## config.mk

```make
export PLATFORM = sky130hd
export DESIGN_NAME = grid_bin_average_resampler
export DESIGN_NICKNAME = d
export VERILOG_FILES = /design/src/hdl/gbar_pkg.sv /design/src/hdl/gbar_queue.sv /design/src/hdl/gbar_front.sv /design/src/hdl/gbar_back.sv /design/src/hdl/grid_bin_average_resampler.sv
export SDC_FILE = /design/constraint.sdc
export NUM_CORES = 2
export LEC_CHECK = 0
export BUFFER_PORTS_ARGS = -buffer_cell sky130_fd_sc_hd__buf_2
export CAP_MARGIN = 40
export CELL_PAD_IN_SITES_DETAIL_PLACEMENT = 0
export CELL_PAD_IN_SITES_GLOBAL_PLACEMENT = 2
export CORE_UTILIZATION = 39
export CTS_CLUSTER_SIZE = 20
export DETAILED_ROUTE_END_ITERATION = 10
export PLACE_DENSITY = 0.9
export SETUP_SLACK_MARGIN = 0.5
export SLEW_MARGIN = 5
export SYNTH_ARGS = -nofsm -noshare
export SYNTH_HDL_FRONTEND = slang
export SYNTH_SLANG_ARGS = --single-unit
```

## constraint.sdc

```tcl
create_clock -name aclk -period 13.6 [get_ports aclk]
set_input_delay 4.08 -clock aclk [delete_from_list [all_inputs] [get_ports aclk]]
set_output_delay 4.08 -clock aclk [all_outputs]
set_load 0.02 [all_outputs]
```

## src/hdl/gbar_pkg.sv

```systemverilog
// Shared constants and widths for the grid bin average resampler.
package gbar_pkg;

    localparam int X_W          = 16;
    localparam int Y_W          = 32;
    localparam int SUM_W        = 48;
    localparam int NCFG_W       = 11;
    localparam int MAX_BINS     = 1024;
    localparam int BIN_W        = $clog2(MAX_BINS);
    localparam int NBIN_W       = $clog2(MAX_BINS + 1);
    localparam int MAX_PER_BIN_DEF = 65535;
    localparam int QUEUE_DEPTH  = 4;
    localparam int DIV_BITS     = 2;
    localparam int DIV_STEPS    = SUM_W / DIV_BITS;
    localparam int STEP_W       = $clog2(DIV_STEPS);
    localparam int BIN_COUNT_RST = 256;

    localparam logic [1:0] ST_AVG   = 2'd0;
    localparam logic [1:0] ST_ERR   = 2'd1;
    localparam logic [1:0] ST_READY = 2'd2;

    localparam logic REG_BIN_COUNT = 1'b0;

endpackage

```

## src/hdl/gbar_queue.sv

```systemverilog
// Small FIFO that carries result jobs from the front end to the back end.
module gbar_queue import gbar_pkg::*; #(
    parameter int W     = 8,
    parameter int DEPTH = QUEUE_DEPTH
) (
    input  logic         aclk,
    input  logic         aresetn,
    input  logic         in_valid,
    output logic         in_ready,
    input  logic [W-1:0] in_data,
    output logic         out_valid,
    input  logic         out_ready,
    output logic [W-1:0] out_data
);

    localparam int PTR_W = (DEPTH > 1) ? $clog2(DEPTH) : 1;
    localparam int CNT_W = $clog2(DEPTH + 1);

    logic [W-1:0]     mem_reg [DEPTH];
    logic [PTR_W-1:0] wr_ptr_reg, wr_ptr_next;
    logic [PTR_W-1:0] rd_ptr_reg, rd_ptr_next;
    logic [CNT_W-1:0] count_reg, count_next;
    logic             push, pop;

    assign in_ready  = (count_reg != CNT_W'(DEPTH));
    assign out_valid = (count_reg != '0);
    assign out_data  = mem_reg[rd_ptr_reg];
    assign push      = in_valid && in_ready;
    assign pop       = out_valid && out_ready;

    always_comb begin
        wr_ptr_next = wr_ptr_reg;
        rd_ptr_next = rd_ptr_reg;
        count_next  = count_reg;
        if (push) begin
            wr_ptr_next = (wr_ptr_reg == PTR_W'(DEPTH - 1)) ? '0 : wr_ptr_reg + PTR_W'(1);
        end
        if (pop) begin
            rd_ptr_next = (rd_ptr_reg == PTR_W'(DEPTH - 1)) ? '0 : rd_ptr_reg + PTR_W'(1);
        end
        if (push && !pop) begin
            count_next = count_reg + CNT_W'(1);
        end else if (pop && !push) begin
            count_next = count_reg - CNT_W'(1);
        end
    end

    always_ff @(posedge aclk) begin
        if (!aresetn) begin
            wr_ptr_reg <= '0;
            rd_ptr_reg <= '0;
            count_reg  <= '0;
        end else begin
            wr_ptr_reg <= wr_ptr_next;
            rd_ptr_reg <= rd_ptr_next;
            count_reg  <= count_next;
        end
    end

    always_ff @(posedge aclk) begin
        if (push) begin
            mem_reg[wr_ptr_reg] <= in_data;
        end
    end

    a_count_bound: assert property (@(posedge aclk) disable iff (!aresetn)
        count_reg <= CNT_W'(DEPTH))
        else $error("queue fill count exceeds its depth");

endmodule

```

## src/hdl/gbar_front.sv

```systemverilog
// Front end: bins each sample, keeps the running sum and count, and queues result jobs.
module gbar_front import gbar_pkg::*; #(
    parameter int MAX_PER_BIN = MAX_PER_BIN_DEF,
    parameter int CNT_W       = $clog2(MAX_PER_BIN + 1),
    parameter int JOB_W       = 2 + BIN_W + SUM_W + CNT_W + 1
) (
    input  logic              aclk,
    input  logic              aresetn,
    input  logic [NCFG_W-1:0] bin_count,
    input  logic              s_valid,
    output logic              s_ready,
    input  logic [X_W-1:0]    s_sample_x,
    input  logic [Y_W-1:0]    s_sample_y,
    input  logic              s_set_last,
    output logic              job_valid,
    input  logic              job_ready,
    output logic [JOB_W-1:0]  job_data
);

    typedef struct packed {
        logic [1:0]       status;
        logic [BIN_W-1:0] idx;
        logic [SUM_W-1:0] sum;
        logic [CNT_W-1:0] cnt;
        logic             last;
    } job_t;

    logic [BIN_W-1:0] cur_reg, cur_next;
    logic [SUM_W-1:0] sum_reg, sum_next;
    logic [CNT_W-1:0] cnt_reg, cnt_next;
    logic             err_reg, err_next;
    job_t             pend_reg [3];
    job_t             pend_next [3];
    logic [1:0]       left_reg, left_next;
    logic [1:0]       pos_reg, pos_next;

    logic [NBIN_W-1:0]      n_eff;
    logic [X_W+NBIN_W-1:0]  prod;
    logic [BIN_W-1:0]       b;
    logic [SUM_W-1:0]       ext;
    logic                   accept;

    assign s_ready   = (left_reg == 2'd0);
    assign accept    = s_valid && s_ready;
    assign job_valid = (left_reg != 2'd0);
    assign job_data  = pend_reg[pos_reg];

    // Out-of-range bin counts are clamped to the supported range.
    always_comb begin
        if (bin_count == '0) begin
            n_eff = NBIN_W'(1);
        end else if (bin_count > NCFG_W'(MAX_BINS)) begin
            n_eff = NBIN_W'(MAX_BINS);
        end else begin
            n_eff = NBIN_W'(bin_count);
        end
        prod = X_W'(s_sample_x) * (X_W + NBIN_W)'(n_eff);
        b    = prod[X_W +: BIN_W];
        ext  = {{(SUM_W - Y_W){s_sample_y[Y_W-1]}}, s_sample_y};
    end

    always_comb begin
        logic [BIN_W-1:0] cur1;
        logic [SUM_W-1:0] sum1;
        logic [CNT_W-1:0] cnt1;
        logic             go_on;
        logic [1:0]       k;
        job_t             e [3];

        cur1  = cur_reg;
        sum1  = sum_reg;
        cnt1  = cnt_reg;
        go_on = 1'b0;
        k     = 2'd0;
        for (int i = 0; i < 3; i++) begin
            e[i] = '0;
        end
        cur_next = cur_reg;
        sum_next = sum_reg;
        cnt_next = cnt_reg;
        err_next = err_reg;

        if (err_reg) begin
            if (s_set_last) begin
                cur_next = '0;
                sum_next = '0;
                cnt_next = '0;
                err_next = 1'b0;
            end
        end else if (b <= cur_reg) begin
            // Samples at or behind the current bin are added to it until its count reaches the limit.
            if (cnt_reg < CNT_W'(MAX_PER_BIN)) begin
                sum1 = sum_reg + ext;
                cnt1 = cnt_reg + CNT_W'(1);
            end
            go_on = 1'b1;
        end else if (cnt_reg == '0) begin
            e[0]     = '{status: ST_ERR, idx: cur_reg, sum: '0, cnt: '0, last: 1'b0};
            k        = 2'd1;
            err_next = !s_set_last;
            sum_next = '0;
            cnt_next = '0;
            if (s_set_last) begin
                cur_next = '0;
            end
        end else begin
            e[0] = '{status: ST_AVG, idx: cur_reg, sum: sum_reg, cnt: cnt_reg, last: 1'b0};
            k    = 2'd1;
            if ({1'b0, b} > ({1'b0, cur_reg} + (BIN_W + 1)'(1))) begin
                // A bin was skipped: report the first empty one.
                e[1]     = '{status: ST_ERR, idx: cur_reg + BIN_W'(1), sum: '0, cnt: '0,
                             last: 1'b0};
                k        = 2'd2;
                err_next = !s_set_last;
                sum_next = '0;
                cnt_next = '0;
                if (s_set_last) begin
                    cur_next = '0;
                end
            end else begin
                cur1  = b;
                sum1  = ext;
                cnt1  = CNT_W'(1);
                go_on = 1'b1;
            end
        end

        if (go_on) begin
            if (s_set_last) begin
                e[k] = '{status: ST_AVG, idx: cur1, sum: sum1, cnt: cnt1, last: 1'b0};
                if (({1'b0, cur1} + NBIN_W'(1)) < n_eff) begin
                    e[k + 2'd1] = '{status: ST_ERR, idx: cur1 + BIN_W'(1), sum: '0, cnt: '0,
                                    last: 1'b0};
                end else begin
                    e[k + 2'd1] = '{status: ST_READY, idx: '0, sum: '0, cnt: '0, last: 1'b0};
                end
                k        = k + 2'd2;
                cur_next = '0;
                sum_next = '0;
                cnt_next = '0;
            end else begin
                cur_next = cur1;
                sum_next = sum1;
                cnt_next = cnt1;
            end
        end

        if (k != 2'd0) begin
            e[k - 2'd1].last = 1'b1;
        end

        for (int i = 0; i < 3; i++) begin
            pend_next[i] = e[i];
        end
        left_next = k;
        pos_next  = 2'd0;
        if (!accept) begin
            cur_next = cur_reg;
            sum_next = sum_reg;
            cnt_next = cnt_reg;
            err_next = err_reg;
            for (int i = 0; i < 3; i++) begin
                pend_next[i] = pend_reg[i];
            end
            left_next = left_reg;
            pos_next  = pos_reg;
            if (job_valid && job_ready) begin
                left_next = left_reg - 2'd1;
                pos_next  = pos_reg + 2'd1;
            end
        end
    end

    always_ff @(posedge aclk) begin
        if (!aresetn) begin
            cur_reg  <= '0;
            sum_reg  <= '0;
            cnt_reg  <= '0;
            err_reg  <= 1'b0;
            left_reg <= 2'd0;
            pos_reg  <= 2'd0;
        end else begin
            cur_reg  <= cur_next;
            sum_reg  <= sum_next;
            cnt_reg  <= cnt_next;
            err_reg  <= err_next;
            left_reg <= left_next;
            pos_reg  <= pos_next;
        end
    end

    always_ff @(posedge aclk) begin
        for (int i = 0; i < 3; i++) begin
            pend_reg[i] <= pend_next[i];
        end
    end

    a_last_clears: assert property (@(posedge aclk) disable iff (!aresetn)
        (accept && s_set_last) |=> (cur_reg == '0 && cnt_reg == '0 && !err_reg))
        else $error("set end did not clear the bin state");

endmodule

```

## src/hdl/gbar_back.sv

```systemverilog
// Back end: divides each closed bin's sum by its count and drives the result register.
module gbar_back import gbar_pkg::*; #(
    parameter int CNT_W = 16,
    parameter int JOB_W = 2 + BIN_W + SUM_W + CNT_W + 1
) (
    input  logic             aclk,
    input  logic             aresetn,
    input  logic             job_valid,
    output logic             job_ready,
    input  logic [JOB_W-1:0] job_data,
    output logic [BIN_W-1:0] m_bin_index,
    output logic [Y_W-1:0]   m_average_y,
    output logic [1:0]       m_status,
    output logic             m_last_result,
    output logic             m_valid,
    input  logic             m_ready
);

    typedef struct packed {
        logic [1:0]       status;
        logic [BIN_W-1:0] idx;
        logic [SUM_W-1:0] sum;
        logic [CNT_W-1:0] cnt;
        logic             last;
    } job_t;

    localparam logic [1:0] S_IDLE = 2'd0;
    localparam logic [1:0] S_DIV  = 2'd1;
    localparam logic [1:0] S_DONE = 2'd2;

    logic [1:0]        state_reg, state_next;
    job_t              job_reg, job_next;
    logic [SUM_W-1:0]  quo_reg, quo_next;
    logic [CNT_W-1:0]  rem_reg, rem_next;
    logic [STEP_W-1:0] step_reg, step_next;
    logic [BIN_W-1:0]  idx_reg;
    logic [Y_W-1:0]    avg_reg;
    logic [1:0]        status_reg;
    logic              last_reg;
    logic              valid_reg, valid_next;

    job_t              job_in;
    logic              load_out;
    logic [SUM_W-1:0]  mag_in;
    logic [SUM_W-1:0]  quo_step;
    logic [CNT_W-1:0]  rem_step;
    logic [Y_W-1:0]    avg_val;

    assign job_in    = job_t'(job_data);
    assign job_ready = (state_reg == S_IDLE);
    assign load_out  = (state_reg == S_DONE) && (!valid_reg || m_ready);
    assign mag_in    = job_in.sum[SUM_W-1] ? (~job_in.sum + SUM_W'(1)) : job_in.sum;

    // Restoring division of the sum's magnitude, two quotient bits per cycle.
    always_comb begin
        logic [CNT_W:0]   t;
        logic [CNT_W-1:0] r;
        logic [SUM_W-1:0] q;
        r = rem_reg;
        q = quo_reg;
        for (int i = 0; i < DIV_BITS; i++) begin
            t = {r, q[SUM_W-1]};
            if (t >= {1'b0, job_reg.cnt}) begin
                t = t - {1'b0, job_reg.cnt};
                q = {q[SUM_W-2:0], 1'b1};
            end else begin
                q = {q[SUM_W-2:0], 1'b0};
            end
            r = t[CNT_W-1:0];
        end
        quo_step = q;
        rem_step = r;
    end

    // Signed mean from the magnitude quotient, saturated to 32 bits.
    always_comb begin
        if (job_reg.status != ST_AVG || job_reg.cnt == '0) begin
            avg_val = '0;
        end else if (job_reg.sum[SUM_W-1]) begin
            if (quo_reg > SUM_W'(33'h0_8000_0000)) begin
                avg_val = 32'h8000_0000;
            end else begin
                avg_val = ~quo_reg[Y_W-1:0] + Y_W'(1);
            end
        end else if (quo_reg > SUM_W'(32'h7FFF_FFFF)) begin
            avg_val = 32'h7FFF_FFFF;
        end else begin
            avg_val = quo_reg[Y_W-1:0];
        end
    end

    always_comb begin
        state_next = state_reg;
        job_next   = job_reg;
        quo_next   = quo_reg;
        rem_next   = rem_reg;
        step_next  = step_reg;
        unique case (state_reg)
            S_IDLE: begin
                if (job_valid) begin
                    job_next = job_in;
                    if (job_in.status == ST_AVG && job_in.cnt != '0) begin
                        quo_next   = mag_in;
                        rem_next   = '0;
                        step_next  = '0;
                        state_next = S_DIV;
                    end else begin
                        state_next = S_DONE;
                    end
                end
            end
            S_DIV: begin
                quo_next  = quo_step;
                rem_next  = rem_step;
                step_next = step_reg + STEP_W'(1);
                if (step_reg == STEP_W'(DIV_STEPS - 1)) begin
                    state_next = S_DONE;
                end
            end
            S_DONE: begin
                if (load_out) begin
                    state_next = S_IDLE;
                end
            end
            default: begin
                state_next = S_IDLE;
            end
        endcase
        if (load_out) begin
            valid_next = 1'b1;
        end else if (m_ready) begin
            valid_next = 1'b0;
        end else begin
            valid_next = valid_reg;
        end
    end

    always_ff @(posedge aclk) begin
        if (!aresetn) begin
            state_reg <= S_IDLE;
            step_reg  <= '0;
            valid_reg <= 1'b0;
        end else begin
            state_reg <= state_next;
            step_reg  <= step_next;
            valid_reg <= valid_next;
        end
    end

    always_ff @(posedge aclk) begin
        job_reg <= job_next;
        quo_reg <= quo_next;
        rem_reg <= rem_next;
        if (load_out) begin
            idx_reg    <= job_reg.idx;
            avg_reg    <= avg_val;
            status_reg <= job_reg.status;
            last_reg   <= job_reg.last;
        end
    end

    assign m_bin_index   = idx_reg;
    assign m_average_y   = avg_reg;
    assign m_status      = status_reg;
    assign m_last_result = last_reg;
    assign m_valid       = valid_reg;

    a_step_bound: assert property (@(posedge aclk) disable iff (!aresetn)
        (state_reg == S_DIV) |-> (step_reg < STEP_W'(DIV_STEPS)))
        else $error("divider step counter ran past its last step");

    a_pop_leaves_idle: assert property (@(posedge aclk) disable iff (!aresetn)
        (job_valid && job_ready) |=> (state_reg != S_IDLE))
        else $error("back end took a job but stayed idle");

    a_err_zero_avg: assert property (@(posedge aclk) disable iff (!aresetn)
        (load_out && job_reg.status != ST_AVG) |-> (avg_val == '0))
        else $error("non-average result carries a nonzero mean");

endmodule

```

## src/hdl/grid_bin_average_resampler.sv

```systemverilog
// Top level of the grid bin average resampler: register port, front end, job queue, back end.
// A bin average passes through the front end's job registers, the queue, the back end's
// divide steps and its output register; an error or map ready result skips the division.
// The shared divider in the back end works on one bin average at a time, and the back end
// takes no new job until its last result is loaded, so a closed bin per sample stalls input.
// Reset is synchronous and active low: bin_count returns to 256, all bin state clears,
// the queue empties and no result is pending.
module grid_bin_average_resampler import gbar_pkg::*; #(
    parameter int MAX_PER_BIN = MAX_PER_BIN_DEF
) (
    input  logic              aclk,
    input  logic              aresetn,

    input  logic              psel,
    input  logic              penable,
    input  logic              pwrite,
    input  logic [2:0]        paddr,
    input  logic [31:0]       pwdata,
    output logic [31:0]       prdata,
    output logic              pready,

    input  logic              s_valid,
    output logic              s_ready,
    input  logic [X_W-1:0]    s_sample_x,
    input  logic [Y_W-1:0]    s_sample_y,
    input  logic              s_set_last,

    output logic              m_valid,
    input  logic              m_ready,
    output logic [BIN_W-1:0]  m_bin_index,
    output logic [Y_W-1:0]    m_average_y,
    output logic [1:0]        m_status,
    output logic              m_last_result
);

    // The per-bin sample count is only as wide as its limit requires.
    localparam int CNT_W = $clog2(MAX_PER_BIN + 1);
    localparam int JOB_W = 2 + BIN_W + SUM_W + CNT_W + 1;

    logic [NCFG_W-1:0] bin_count_reg;
    logic              cfg_write;

    logic              q_in_valid, q_in_ready;
    logic [JOB_W-1:0]  q_in_data;
    logic              q_out_valid, q_out_ready;
    logic [JOB_W-1:0]  q_out_data;

    // The register port never stalls. Word address bit 2 selects the register;
    // the byte lane bits below it are ignored.
    assign pready    = 1'b1;
    assign cfg_write = psel && penable && pwrite && pready;
    assign prdata    = (paddr[2] == REG_BIN_COUNT) ? 32'(bin_count_reg) : 32'd0;

    always_ff @(posedge aclk) begin
        if (!aresetn) begin
            bin_count_reg <= NCFG_W'(BIN_COUNT_RST);
        end else if (cfg_write && paddr[2] == REG_BIN_COUNT) begin
            bin_count_reg <= pwdata[NCFG_W-1:0];
        end
    end

    // The front end classifies each sample and turns it into at most three result
    // jobs, which it hands to the queue one per cycle while the queue has room. It takes the
    // next sample once the jobs of the previous one are all queued.
    gbar_front #(
        .MAX_PER_BIN (MAX_PER_BIN),
        .CNT_W       (CNT_W),
        .JOB_W       (JOB_W)
    ) u_front (
        .aclk       (aclk),
        .aresetn    (aresetn),
        .bin_count  (bin_count_reg),
        .s_valid    (s_valid),
        .s_ready    (s_ready),
        .s_sample_x (s_sample_x),
        .s_sample_y (s_sample_y),
        .s_set_last (s_set_last),
        .job_valid  (q_in_valid),
        .job_ready  (q_in_ready),
        .job_data   (q_in_data)
    );

    // The queue lets the front end run ahead while the divider is busy.
    gbar_queue #(
        .W     (JOB_W),
        .DEPTH (QUEUE_DEPTH)
    ) u_queue (
        .aclk      (aclk),
        .aresetn   (aresetn),
        .in_valid  (q_in_valid),
        .in_ready  (q_in_ready),
        .in_data   (q_in_data),
        .out_valid (q_out_valid),
        .out_ready (q_out_ready),
        .out_data  (q_out_data)
    );

    // The back end works one job at a time and holds each result in an output
    // register, so a stalled consumer only stops the back end once it is done.
    gbar_back #(
        .CNT_W (CNT_W),
        .JOB_W (JOB_W)
    ) u_back (
        .aclk          (aclk),
        .aresetn       (aresetn),
        .job_valid     (q_out_valid),
        .job_ready     (q_out_ready),
        .job_data      (q_out_data),
        .m_bin_index   (m_bin_index),
        .m_average_y   (m_average_y),
        .m_status      (m_status),
        .m_last_result (m_last_result),
        .m_valid       (m_valid),
        .m_ready       (m_ready)
    );

endmodule
```

# Yosys cells after proc, flatten, opt, wreduce, memory -nomap -nowiden
# Memory sizes are Yosys's and may differ from the RTL's. A register that Yosys moved wholly into a read port is not among the register bits.
# Index checks and enable logic that the tools add are counted.
[classes]
n_eq_ne = 13
n_reduce_logical = 41
order_cmp = 15
mul = 1
mux = 108
addsub = 20
bitwise_logic = 10
[ops]
columns = ["operator", "n"]
rows = [
  ["$mux 231", 5],
  ["$mux 48", 15],
  ["$bwmux 231", 3],
  ["$demux 77 s2", 3],
  ["$mux 154", 2],
  ["$mux 16", 16],
  ["$mux 77", 3],
  ["$and 228x228->228", 1],
  ["$not 228->228", 1],
  ["$mux 76", 2],
  ["$mux 10", 11],
  ["$mux 32", 3],
  ["$pmux 48 s2", 1],
  ["$add 48x1->48 const B", 1],
  ["$add 48x48->48", 1],
  ["$gt 48x31->1 const B", 1],
  ["$gt 48x32->1 const B", 1],
  ["$not 48->48", 1],
  ["$mux 2", 18],
  ["$ge 17x16->1", 2],
  ["$mux 11", 3],
  ["$add 32x1->32 const B", 1],
  ["$logic_not 16->1", 2],
  ["$not 32->32", 1],
  ["other kinds (47)", 110],
]
[word_totals]
memories = 2
mem_bits_rw = 539
register_bits = 291
[mem_list]
columns = ["memory", "words", "width", "read_ports", "rd_ports_with_merged_regs", "wr", "line_no", "text"]
rows = [
  ["u_queue.mem_reg", 4, 77, 1, 1, 1, "gbar_queue.sv:19", "logic [W-1:0] mem_reg [DEPTH];"],
  ["u_front.pend_reg", 3, 77, 1, 1, 3, "gbar_front.sv:32", "job_t pend_reg [3];"],
]

# Depth between registers and ports, before layout
[depth]
word_depth = 23
ltp_mapped = 52
depth_no_buf = 49

# Cells and area by module
# A second synthesis with hierarchy kept.
[hier_totals]
hier_cells = 3965
hier_area_um2 = 44875.5
[modules_own_cells]
columns = ["module", "area_per_inst_um2", "n_inst", "cells_each"]
rows = [
  ["gbar_front", 23442.5, 1, 2503],
  ["gbar_queue", 11584.9, 1, 454],
  ["gbar_back", 9138.8, 1, 924],
  ["grid_bin_average_resampler", 709.4, 1, 84],
]

# Worst setup path after synthesis
# No wires, ideal clock.
[synth_timing]
path_type = "input-to-reg"
start = "input s_sample_x[3]"
end = "memory u_front.pend_reg[1][69] (netlist bit) (data pin)"
path_buffers = 4
setup_ns = 0.166
path_slack_ns = -0.608
t_arrival_ns = 14.041
cell_stages = 41
cell_sequence = "clkbuf_1 and2_1 fa_1 fa_1 fa_1 fa_1 inv_1 fa_1 inv_1 ha_1 a21oi_1 a21oi_1 a211oi_1 a311oi_1 or3_1 and2_1 ha_1 nand3_1 (+5 left out) clkbuf_1 nand2_1 o21ai_1 ha_1 o21ai_1 nor3_1 or3b_1 xor2_1 ha_1 a21o_1 a21o_1 a21oi_1 o21ai_0 o41ai_2 and2_1 clkbuf_1 a21oi_1 o221ai_1"
[synth_lines]
columns = ["element", "line_no", "text"]
rows = [
  ["start, declared", "grid_bin_average_resampler.sv:24", "input logic [X_W-1:0] s_sample_x,"],
  ["end, declared", "gbar_front.sv:32", ""],
]

==> flow_metrics.py <==
metrics = {
    "outcome": {
        "status": "complete, no violations",
    },
    "timing": {
        "tightest_slew_ns": 0.9394,
        "maxSlewHeadroom_pct": 37.09,
        "timing.fmax_ghz": 0.07705,
        "setup_violations": 0,
        "hold_viol_final": 0,
        "setup_tns_ns": 0,
        "finalClockSkew_ns": 0.05732,
        "report.final.slew_viol_count": 0,
        "fin_crit_ns": 12.98,
        "rsz0062_at_grt": "yes",
        "final.period_utilization_pct": 95.43,
    },
    "drt": {
        "drc": 0,
        "routed_via_density": 5.274,
        "wl_mm": 109.9,
        "detail-route-antenna-nets": 0,
        "drt_iter0_drc": 2455,
        "num_vias": 30680,
        "detail_route.first_pass.iterations": 5,
        "post_drt_wl_per_cell_microns": 18.89,
    },
    "worst_setup_path": {
        "crit_family": "adder cells",
        "cp-startpoint": "s_sample_x[5]",
        "cp_common_cell": "fa_1",
        "crit_buf_inv": 8,
        "critPathLaunchType": "input pin",
        "cpMaxStageDelayCell": "fa_1",
        "endpoint_kind": "flop",
        "required_ns": 14.03,
        "slowest_delay_ns": 0.54,
        "path_class": "input pin to flop",
        "worstPathMaxFanout": 8,
        "r2r_start": "bin_count_reg[7]",
        "worst_ep_arrival_time_ns": 13.41,
    },
    "place": {
        "dpl-instance-area_sq_um": 48100,
        "dp_hpwl_mm": 77.85,
        "port_buffers": 125,
        "place_congestion": 0.8614,
    },
    "clocking": {
        "clk_pin_slew_ns": 0.06,
        "clk_latency_ns": 0.67,
        "numCtsBuffers": 81,
        "clockRootBuffer": "clkbuf_16",
        "cts_hold_buf": 0,
        "cts_tree": "done",
        "cts-htree-levels": 3,
        "max-clock-path-buffers": 3,
        "cts_sinks": 787,
    },
    "cells_and_area": {
        "layout-drive-gt1-share_pct": 15.15,
        "final_common_cell": "edfxtp_1",
        "area_delta_synth_final_pct": 15.49,
        "fin_nets": 4651,
        "stdcell_area_sq_um": 51300,
        "largest_reg_flops": 308,
        "layout_common_cells": "edfxtp_1 (678), nand2_1 (471), o21ai_0 (316)",
    },
    "synthesis": {
        "synth_cell_type_count": 91,
        "async_reset_ff_share_pct": 0,
        "syn_area_sq_um": 44420,
        "synth-seq-cells": 787,
        "synth.top_cells.by_area": "edfxtp_1 (46%), fa_1 (5.7%), ha_1 (5.1%), dfxtp_1 (4.9%), nand2_1 (4.0%)",
        "yosys_warnings": 0,
        "synth.yosys.seq_area_share_pct": 50.75,
        "ys.flop_type": "edfxtp_1",
        "avgSynthCellArea_sq_um": 11.11,
        "synth_edf_count": 678,
        "synth_area_leader_cell": "edfxtp_1",
        "syn_inst": 3998,
        "yosysTopAreaCellShare_pct": 45.84,
    },
    "global_routing": {
        "grt_max_degree": 107,
        "grt_pass1_wl_mm": 172.4,
        "grt_pass1_vias": 29960,
        "grt_overflow": 0,
        "antenna_found_initial": 2,
        "grt_use_total_pct": 18.91,
    },
    "power_and_ir_drop": {
        "share_comb_of_total_power_pct": 41.3,
        "switching_power_mw": 3.999,
        "power_frac_clock_pct": 21.2,
        "p_leak_nw": 19.14,
        "pwr-share-seq_pct": 37.5,
        "power_density_nw_per_um2": 208.0,
        "switching_share_pct": 37.49,
        "ir_drop_mv": 0.1555,
        "p_int_mw": 6.668,
    },
    "floorplanning": {
        "die_area_sq_um": 115200,
        "ioPinCount": 171,
        "core_area_sq_um": 112700,
        "die_h_microns": 339.5,
        "start_util_pct": 39.43,
        "fp.dieW_microns": 339.5,
        "num_rows": 123,
    },
    "worst_hold_path": {
        "min_from": "u_back.job_reg[69]",
        "hp-class": "flop to flop",
    },
    "flow_run": {
        "maxCapViolCount": 0,
    },
}
==> worst register-to-register path: cells and delay by family (launching register included) <==
family / cells / cell delay [ns]
and+or+nand+nor: 16 / 3.41
adders and majority gates: 9 / 3.34
AOI/OAI and AO/OA: 11 / 2.78
buffers and inverters: 7 / 0.66
DFF: 1 / 0.47
xor gates and xnor gates: 2 / 0.34
muxes: 1 / 0.18
==> power by group through the flow <==
| stage | sequential (mW) | clock, mW | combinational [mW] |
|---|---|---|---|
| 2_1_floorplan | 4.00 | 0 | 3.16 |
| 3_3_place_gp | 4.00 | 0 | 4.23 |
| 3_5_place_dp | 4.04 | 0 | 4.36 |
| 4_1_cts | 4.00 | 2.31 | 4.39 |
| 5_1_grt | 4.06 | 2.40 | 4.88 |
| 6_report | 4.00 | 2.26 | 4.41 |
==> metal layers <==
metal	global-route usage (%)	vias up	wire, microns
met5	0	-	0
met1	27.58	14950	51750
li1	-	14850	-
met2	29.91	784	50170
met3	2.509	95	6250
met4	4.223	0	1740
==> cells by family after synthesis <==
logic type | after synthesis | share of synthesized area, %
compound gates | 872 | 12.09
flops | 787 | 50.75
xor+xnor | 135 | 2.662
mux | 188 | 6.403
other cells | 2 | 0.01691
buf+inv | 495 | 4.473
fa+ha+maj | 309 | 10.85
simple gates | 1210 | 12.75
==> final timing paths <==
path / endpoint / slack (ns) / cells past startpoint
hold / removal: u_back.m_bin_index[4] / 0.41 / 0
hold reg to reg: u_back.m_bin_index[4] / 0.41 / 0
setup reg to reg: u_front.pend_reg[1][71] / 2.24 / 46
setup / recovery: u_front.pend_reg[1][71] / 0.62 / 42
==> Yosys cell counts (10+ instances only) <==
library cell,number
o21ai_0,322
o31ai_1,13
xnor2_1,76
nor3_1,65
nor4_1,25
nand4_1,35
o41ai_1,11
a22o_1,45
or2_2,13
xor2_1,59
nor2b_1,30
nand2_1,479
mux4_2,76
fa_1,127
dfxtp_1,109
a21oi_1,203
ha_1,182
o22ai_1,18
a21o_1,49
nand3_1,54
buf_4,23
and3_1,42
mux2i_1,103
buf_2,10
o21a_1,17
clkbuf_1,196
and2_1,101
nand2b_1,13
edfxtp_1,678
a311oi_1,24
or3_1,28
a31oi_1,29
nor2_1,277
o221ai_1,13
inv_1,251
o211ai_1,20
o21bai_1,14
a211oi_1,25
==> area by class of cell <==
type | count | area [sq um]
Timing Repair Buffer | 312 | 2271
Clock inverter | 40 | 574.3
Fill cell | 10300 | 61360
Multi-Input combinational cell | 2816 | 20910
Tap cell | 1500 | 1877
Sequential cell | 787 | 22560
Antenna cell | 1 | 2.502
Inverter | 253 | 959.7
Clock buffer | 108 | 2148
==> timing repair <==
action	in CTS	in global routing
hold endpoints to repair	0	0
cloned	0	0
pin swaps	1	50
resized for setup	4	74
buffers inserted	0	14
setup endpoints to repair	5	24
==> through the flow <==
step	cells	total power [mW]	utilization, %	hold slack [ns]	worst slack, ns
finish	5817	10.67	45.54	0.4144	0.6214
global route	5817	11.34	45.54	0.4248	0.3746
CTS	5801	10.70	45.13	0.4189	0.5377
detailed placement	5653	8.395	42.70	0.4045	-0.2046
global placement	5641	8.234	42.49	0.4050	-0.05511
floorplan	4098	7.152	-	0.4003	0.5004
No activity file was read; power rests on OpenSTA's default activity.
